[src/rtl/mpq_pkg.sv]
// Package for the max priority queue: widths, codes, payload and control types.
package mpq_pkg;

    localparam int CAPACITY_DEF = 16;
    localparam int VALUE_W      = 32;
    localparam int OCC_W        = 5;

    typedef enum logic
    {
        ACT_INSERT = 1'b0,
        ACT_REMOVE = 1'b1
    } action_t;

    typedef enum logic [1:0]
    {
        ST_INSERTED  = 2'd0,
        ST_REMOVED   = 2'd1,
        ST_UNDERFLOW = 2'd2,
        ST_FULL      = 2'd3
    } status_t;

    typedef struct packed
    {
        action_t                    action;
        logic signed [VALUE_W-1:0]  value;
    } cmd_t;

    typedef struct packed
    {
        logic signed [VALUE_W-1:0]  out_value;
        status_t                    status;
        logic [OCC_W-1:0]           occupancy;
    } res_t;

    typedef struct packed
    {
        logic insert;
        logic remove;
    } op_ctrl_t;

endpackage

[src/rtl/max_priority_queue.sv]
// Top level of the max priority queue: command register, occupancy and result register.
//
//   channel   signals                 direction  transfer when
//   command   start, busy, command    in         start && !busy at a rising edge
//   result    done, result            out        done high, taken at the next edge
//
// One command is taken every cycle while busy is low. A command is registered at
// the edge that takes it, works on the entry array through the next cycle, and
// its result is strobed on done for one cycle starting at the following edge.
// The entry array is a row of registers updated in a single compare-and-shift
// pass, which sets the one-per-cycle rate.
// Reset clears the occupancy and pending strobes; entry contents stay undefined
// until written. busy is high while reset is asserted and until the first rising edge after release.
// The receiver cannot stall, so the result register never holds off a command.
module max_priority_queue
    import mpq_pkg::*;
#(
    parameter int CAPACITY = CAPACITY_DEF,
    localparam int CNT_W   = $clog2(CAPACITY + 1)
)
(
    input  logic  clk,
    input  logic  rst_n,
    input  logic  start,
    output logic  busy,
    input  cmd_t  command,
    output logic  done,
    output res_t  result
);

    logic                      busy_reg;
    logic                      cmd_valid_reg;
    cmd_t                      cmd_reg;
    logic [CNT_W-1:0]          count_reg;
    logic [CNT_W-1:0]          count_next;
    logic                      done_reg;
    res_t                      result_reg;
    res_t                      result_next;
    op_ctrl_t                  ctrl;
    logic                      full;
    logic                      empty;
    logic signed [VALUE_W-1:0] top_value;

    // Hold off commands while reset is asserted and until the first rising edge after release.
    always_ff @(posedge clk or negedge rst_n)
    begin
        if (!rst_n)
        begin
            busy_reg <= 1'b1;
        end
        else
        begin
            busy_reg <= 1'b0;
        end
    end

    assign busy = busy_reg;

    // Command register.
    always_ff @(posedge clk or negedge rst_n)
    begin
        if (!rst_n)
        begin
            cmd_valid_reg <= 1'b0;
        end
        else
        begin
            cmd_valid_reg <= start && !busy_reg;
        end
    end

    always_ff @(posedge clk)
    begin
        if (start && !busy_reg)
        begin
            cmd_reg <= command;
        end
    end

    assign full  = (count_reg == CNT_W'(CAPACITY));
    assign empty = (count_reg == '0);

    assign ctrl.insert = cmd_valid_reg && (cmd_reg.action == ACT_INSERT) && !full;
    assign ctrl.remove = cmd_valid_reg && (cmd_reg.action == ACT_REMOVE) && !empty;

    mpq_entry_array #(
        .CAPACITY (CAPACITY)
    ) u_entries (
        .clk       (clk),
        .insert    (ctrl.insert),
        .value     (cmd_reg.value),
        .count     (count_reg),
        .top_value (top_value)
    );

    // Decide status and the new occupancy for the registered command.
    always_comb
    begin
        count_next            = count_reg;
        result_next.out_value = '0;
        if (ctrl.insert)
        begin
            count_next         = count_reg + CNT_W'(1);
            result_next.status = ST_INSERTED;
        end
        else if (ctrl.remove)
        begin
            count_next            = count_reg - CNT_W'(1);
            result_next.out_value = top_value;
            result_next.status    = ST_REMOVED;
        end
        else if (cmd_reg.action == ACT_INSERT)
        begin
            result_next.status = ST_FULL;
        end
        else
        begin
            result_next.status = ST_UNDERFLOW;
        end
        // Occupancy reports the low bits of the count.
        result_next.occupancy = OCC_W'(count_next);
    end

    always_ff @(posedge clk or negedge rst_n)
    begin
        if (!rst_n)
        begin
            count_reg <= '0;
            done_reg  <= 1'b0;
        end
        else
        begin
            if (cmd_valid_reg)
            begin
                count_reg <= count_next;
            end
            done_reg <= cmd_valid_reg;
        end
    end

    always_ff @(posedge clk)
    begin
        if (cmd_valid_reg)
        begin
            result_reg <= result_next;
        end
    end

    assign done   = done_reg;
    assign result = result_reg;

    // Every transferred command yields its result strobe on done.
    a_result_follows: assert property (@(posedge clk) disable iff (!rst_n)
        (start && !busy) |=> ##1 done)
        else $error("command transfer without result strobe");

    // Only a successful remove carries a value.
    a_value_zero: assert property (@(posedge clk) disable iff (!rst_n)
        (done && (result.status != ST_REMOVED)) |-> (result.out_value == '0))
        else $error("nonzero value on a result that is not a remove");

    // Occupancy never exceeds capacity.
    a_count_bound: assert property (@(posedge clk) disable iff (!rst_n)
        count_reg <= CNT_W'(CAPACITY))
        else $error("entry count beyond capacity");

    // Underflow only happens with an empty store, and it stays empty.
    a_underflow_empty: assert property (@(posedge clk) disable iff (!rst_n)
        (done && (result.status == ST_UNDERFLOW)) |-> (count_reg == '0))
        else $error("underflow reported with entries held");

    // A remove lowers the count by one.
    a_remove_count: assert property (@(posedge clk) disable iff (!rst_n)
        ctrl.remove |=> (count_reg == $past(count_reg) - CNT_W'(1)))
        else $error("remove did not decrement count");

endmodule

[src/rtl/mpq_entry_array.sv]
// Sorted entry register array with parallel compare-and-shift insertion.
module mpq_entry_array
    import mpq_pkg::*;
#(
    parameter int CAPACITY = CAPACITY_DEF,
    localparam int CNT_W   = $clog2(CAPACITY + 1),
    localparam int IDX_W   = $clog2(CAPACITY)
)
(
    input  logic                       clk,
    input  logic                       insert,
    input  logic signed [VALUE_W-1:0]  value,
    input  logic [CNT_W-1:0]           count,
    output logic signed [VALUE_W-1:0]  top_value
);

    logic signed [VALUE_W-1:0] entry_reg  [CAPACITY];
    logic signed [VALUE_W-1:0] entry_next [CAPACITY];
    logic [CAPACITY-1:0]       keep;
    logic [CNT_W-1:0]          top_pos;

    // Entries at or below the new value stay put; they form a prefix.
    always_comb
    begin
        for (int i = 0; i < CAPACITY; i++)
        begin
            keep[i] = (CNT_W'(i) < count) && (entry_reg[i] <= value);
        end
    end

    // Insert the value just above the kept prefix, shift the rest up one.
    always_comb
    begin
        for (int i = 0; i < CAPACITY; i++)
        begin
            if (keep[i])
            begin
                entry_next[i] = entry_reg[i];
            end
            else if (i == 0)
            begin
                entry_next[i] = value;
            end
            else if (keep[i-1])
            begin
                entry_next[i] = value;
            end
            else
            begin
                entry_next[i] = entry_reg[i-1];
            end
        end
    end

    always_ff @(posedge clk)
    begin
        if (insert)
        begin
            for (int i = 0; i < CAPACITY; i++)
            begin
                entry_reg[i] <= entry_next[i];
            end
        end
    end

    // Largest value sits at the highest occupied slot.
    assign top_pos   = count - CNT_W'(1);
    assign top_value = entry_reg[top_pos[IDX_W-1:0]];

endmodule

[config.mk]
export PLATFORM = sky130hd
export DESIGN_NAME = max_priority_queue
export DESIGN_NICKNAME = d
export VERILOG_FILES = /design/src/rtl/mpq_pkg.sv /design/src/rtl/max_priority_queue.sv /design/src/rtl/mpq_entry_array.sv
export SDC_FILE = /design/constraint.sdc
export NUM_CORES = 2
export LEC_CHECK = 0
export BUFFER_PORTS_ARGS = -buffer_cell sky130_fd_sc_hd__buf_2
export CAP_MARGIN = 20
export CORE_MARGIN = 4
export CORE_UTILIZATION = 55
export DETAILED_ROUTE_END_ITERATION = 12
export MAX_ROUTING_LAYER = met4
export PLACE_DENSITY = 0.74
export SLEW_MARGIN = 20
export SYNTH_ARGS = -nofsm -noshare
export SYNTH_HDL_FRONTEND = slang
export SYNTH_SLANG_ARGS = --single-unit
[constraint.sdc]
create_clock -name clk -period 4.5 [get_ports clk]
set_input_delay 0.675 -clock clk [delete_from_list [all_inputs] [get_ports clk]]
set_output_delay 0.675 -clock clk [all_outputs]
set_load 0.02 [all_outputs]
==> flow_metrics.tcl <==
set metrics [dict create \
    cts_tree "built" \
    gr-usage-met1_pct 40.63 \
    diodes 0 \
    clk_pin_slew_worst_paths_ns 0.06 \
    yosysWarnings 0 \
    ctsResizeCount 0 \
    area_delta_synth_final_pct 11.11 \
    crit_path_end_kind "flip-flop" \
    layout_min_cycle_time_ns 4.126 \
    clkLatencyLatePin_ns 0.62 \
    final_common_cell "edfxtp_1" \
    synth_area_leader_cell "edfxtp_1" \
    gp_congestion 0.9431 \
    fin_nets 3613 \
    die_area_sq_mm 0.07668 \
    hp-class "in2reg" \
    start_util_pct 55.54 \
    grt.total_usage_pct 29.53 \
    hold_viol 0 \
    num_vias 27200 \
    ant_nets 0 \
    synth_nets 3460 \
    die_w_um 276.9 \
    syn_avg_cell_area_sq_um 13.67 \
    r2r_cells 11 \
    first_pass_iters 5 \
    start_kind "flip-flop" \
    rows 98 \
    cp.required_ns 4.76 \
    synthTopCellsByArea "edfxtp_1 44%, ha_1 16%, mux2_2 11%" \
    fin_skew_ns 0.02249 \
    drc 0 \
    ir_worst_vdd_uv 447.6 \
    final_util_pct 61.71 \
    setup_tns_ns 0 \
    async_flop_share_pct 1.351 \
    min_from "command[10]" \
    leakagePower_nw 16.72 \
    relSlewSlack_pct 30.35 \
    synth_seq_cells 592 \
    slew_viol_final 0 \
    grt_max_degree 74 \
    grt_pass1_vias 27830 \
    finalSetupViolations 0 \
    ff2ff_setup_slack_ns 0.37 \
    portBuffers 76 \
    drt_wl_total_um 112100 \
    cts_buffers 70 \
    ctsLongestPathBuffers 3 \
    whs_path_depth 1 \
    use_met3_pct 4.021 \
    synth_cell_type_count 70 \
    ys_seq_area_share_pct 44.60 \
    power_w 0.02067 \
    cap_violations 0 \
    critical_path_arrival_ns 4.38 \
    r2r_start "cmd_reg[27]" \
    status "complete, no violations" \
    wl_per_cell_um 27.60 \
    grt-busiest-layer "met2" \
    detailed_place_hpwl_um 86900 \
    final_cell_mix "584 x edfxtp_1, 514 x ha_1, 384 x mux2_2, 222 x a21oi_1, 133 x buf_4" \
    rsz0062_at_grt "false" \
    viasPerCell 6.694 \
    largest_register_ffs 512 \
    drive_gt1_share_pct 30.36 \
    synthFlopType "edfxtp_1" \
    r2r-end "u_entries.entry_reg[8][14]" \
    die-height_um 276.9 \
    syn_inst 2909 \
    cts_max_level 3 \
    syn-cell-area_sq_mm 0.03977 \
    coreArea_sq_mm 0.07161 \
    p_per_area_mw_per_mm2 467.8 \
    root_buffer "clkbuf_16" \
    antenna_found_initial 1 \
    grt_pass1_wl_um 169900 \
    holdPathEnd "cmd_reg[10]" \
    synth_top_cell_area_share_pct 44.09 \
    synth_edf_count 584 \
    overflow 0 \
    detail_route.iter0.violations 2523 \
    use_met2_pct 45.46 \
    fmax_mhz 242.4 \
    worst_pin_slew_ns 1.037 \
    ios 77 \
    final.period_utilization_pct 91.69 \
    crit_fanout 32 \
    cts_sinks 592 \
    crit_type "reg2reg" \
]
critical path, stage by stage, from the launching register on:
cell       delay, ns
edfxtp_1        0.39
inv_1           0.49
buf_4           0.31
ha_1            0.20
nand4_1         0.20
a2111oi_0       0.81
a2111oi_0       0.21
a21oi_1         0.28
nor3_4          0.08
buf_4           0.25
nor2_4          0.13
buf_4           0.39
cell families after synthesis:
family / count (synthesis) / share of synthesized area (%)
other cells: 1 / 0.009429
fa+ha+maj: 515 / 16.20
compound gates: 511 / 8.198
flops: 592 / 44.60
xor+xnor: 6 / 0.1321
mux: 641 / 22.30
buf+inv: 192 / 2.322
simple gates: 451 / 6.235
metrics by stage:
step	hold WS [ns]	setup slack, ns	instance area (sq um)	std cells
4_1_cts	0.1973	0.4543	44190	4063
5_1_grt	0.2106	0.2492	44190	4063
2_1_floorplan	0.3794	0.1214	39770	2909
6_report	0.2358	0.3739	44190	4063
3_5_place_dp	0.5715	0.4566	42010	3939
3_3_place_gp	0.5633	0.6172	42010	3939
synthesized netlist by cell type, drive strengths merged, types with 3 or more instances:
library cell and count:
edfxtp 584, nor2b 53, nand3 63, o41ai 6, o31ai 4, clkbuf 73
buf 63, mux4 128, a21oi 222, inv 56, o211ai 16, or2 4
nand4 112, nor4b 5, nor4 11, nand2 87, o21ai 58, or3 5
a21boi 4, a21o 48, nor2 64, a211oi 85, xnor2 6, o22ai 9
mux2 480, a2111oi 25, a31o 3, o21a 4, dfrtp 7, and4 6
a22o 5, mux2i 33, nor3 19, a221oi 6, ha 515, or4 15
how the worst max path moves through the flow:
| stage | slack [ns] | startpoint | cells past startpoint | endpoint |
|---|---|---|---|---|
| 3_3_place_gp | 0.62 | cmd_reg[31] | 9 | u_entries.entry_reg[10][31] |
| 6_report | 0.37 | cmd_reg[27] | 11 | u_entries.entry_reg[8][14] |
| 3_5_place_dp | 0.46 | cmd_reg[31] | 10 | u_entries.entry_reg[7][10] |
| 4_1_cts | 0.45 | cmd_reg[31] | 10 | u_entries.entry_reg[7][28] |
| 5_1_grt | 0.25 | cmd_reg[31] | 10 | u_entries.entry_reg[7][28] |
| 2_1_floorplan | 0.12 | cmd_reg[31] | 9 | u_entries.entry_reg[1][0] |
report_power, final:
| group | internal (W) | leakage (nW) | switching (W) |
|---|---|---|---|
| Combinational | 0.00368 | 10.2 | 0.00439 |
| Clock | 0.00322 | 1.06 | 0.00237 |
| Sequential | 0.00666 | 5.43 | 0.000354 |
per-layer routing:
layer  part of all wire, %  up-vias
li1                      -    12140
met1                    44    13810
met2                    46     1059
met3                   6.7      184
met4                   3.5        0
met5                     0        -
area by class of cell:
cell class | instances | area [sq um]
Clock buffer | 85 | 1818
Clock inverter | 38 | 359.1
Fill cell | 5423 | 27420
Inverter | 56 | 210.2
Multi-Input combinational cell | 2125 | 21340
Sequential cell | 592 | 17740
Tap cell | 950 | 1189
Timing Repair Buffer | 217 | 1529
repair_timing:
item,4_1_cts,5_1_grt
hold buffers,1,0
hold endpoints to repair,7,0
buffers inserted,0,0
Power figures use the tool's default switching activity.
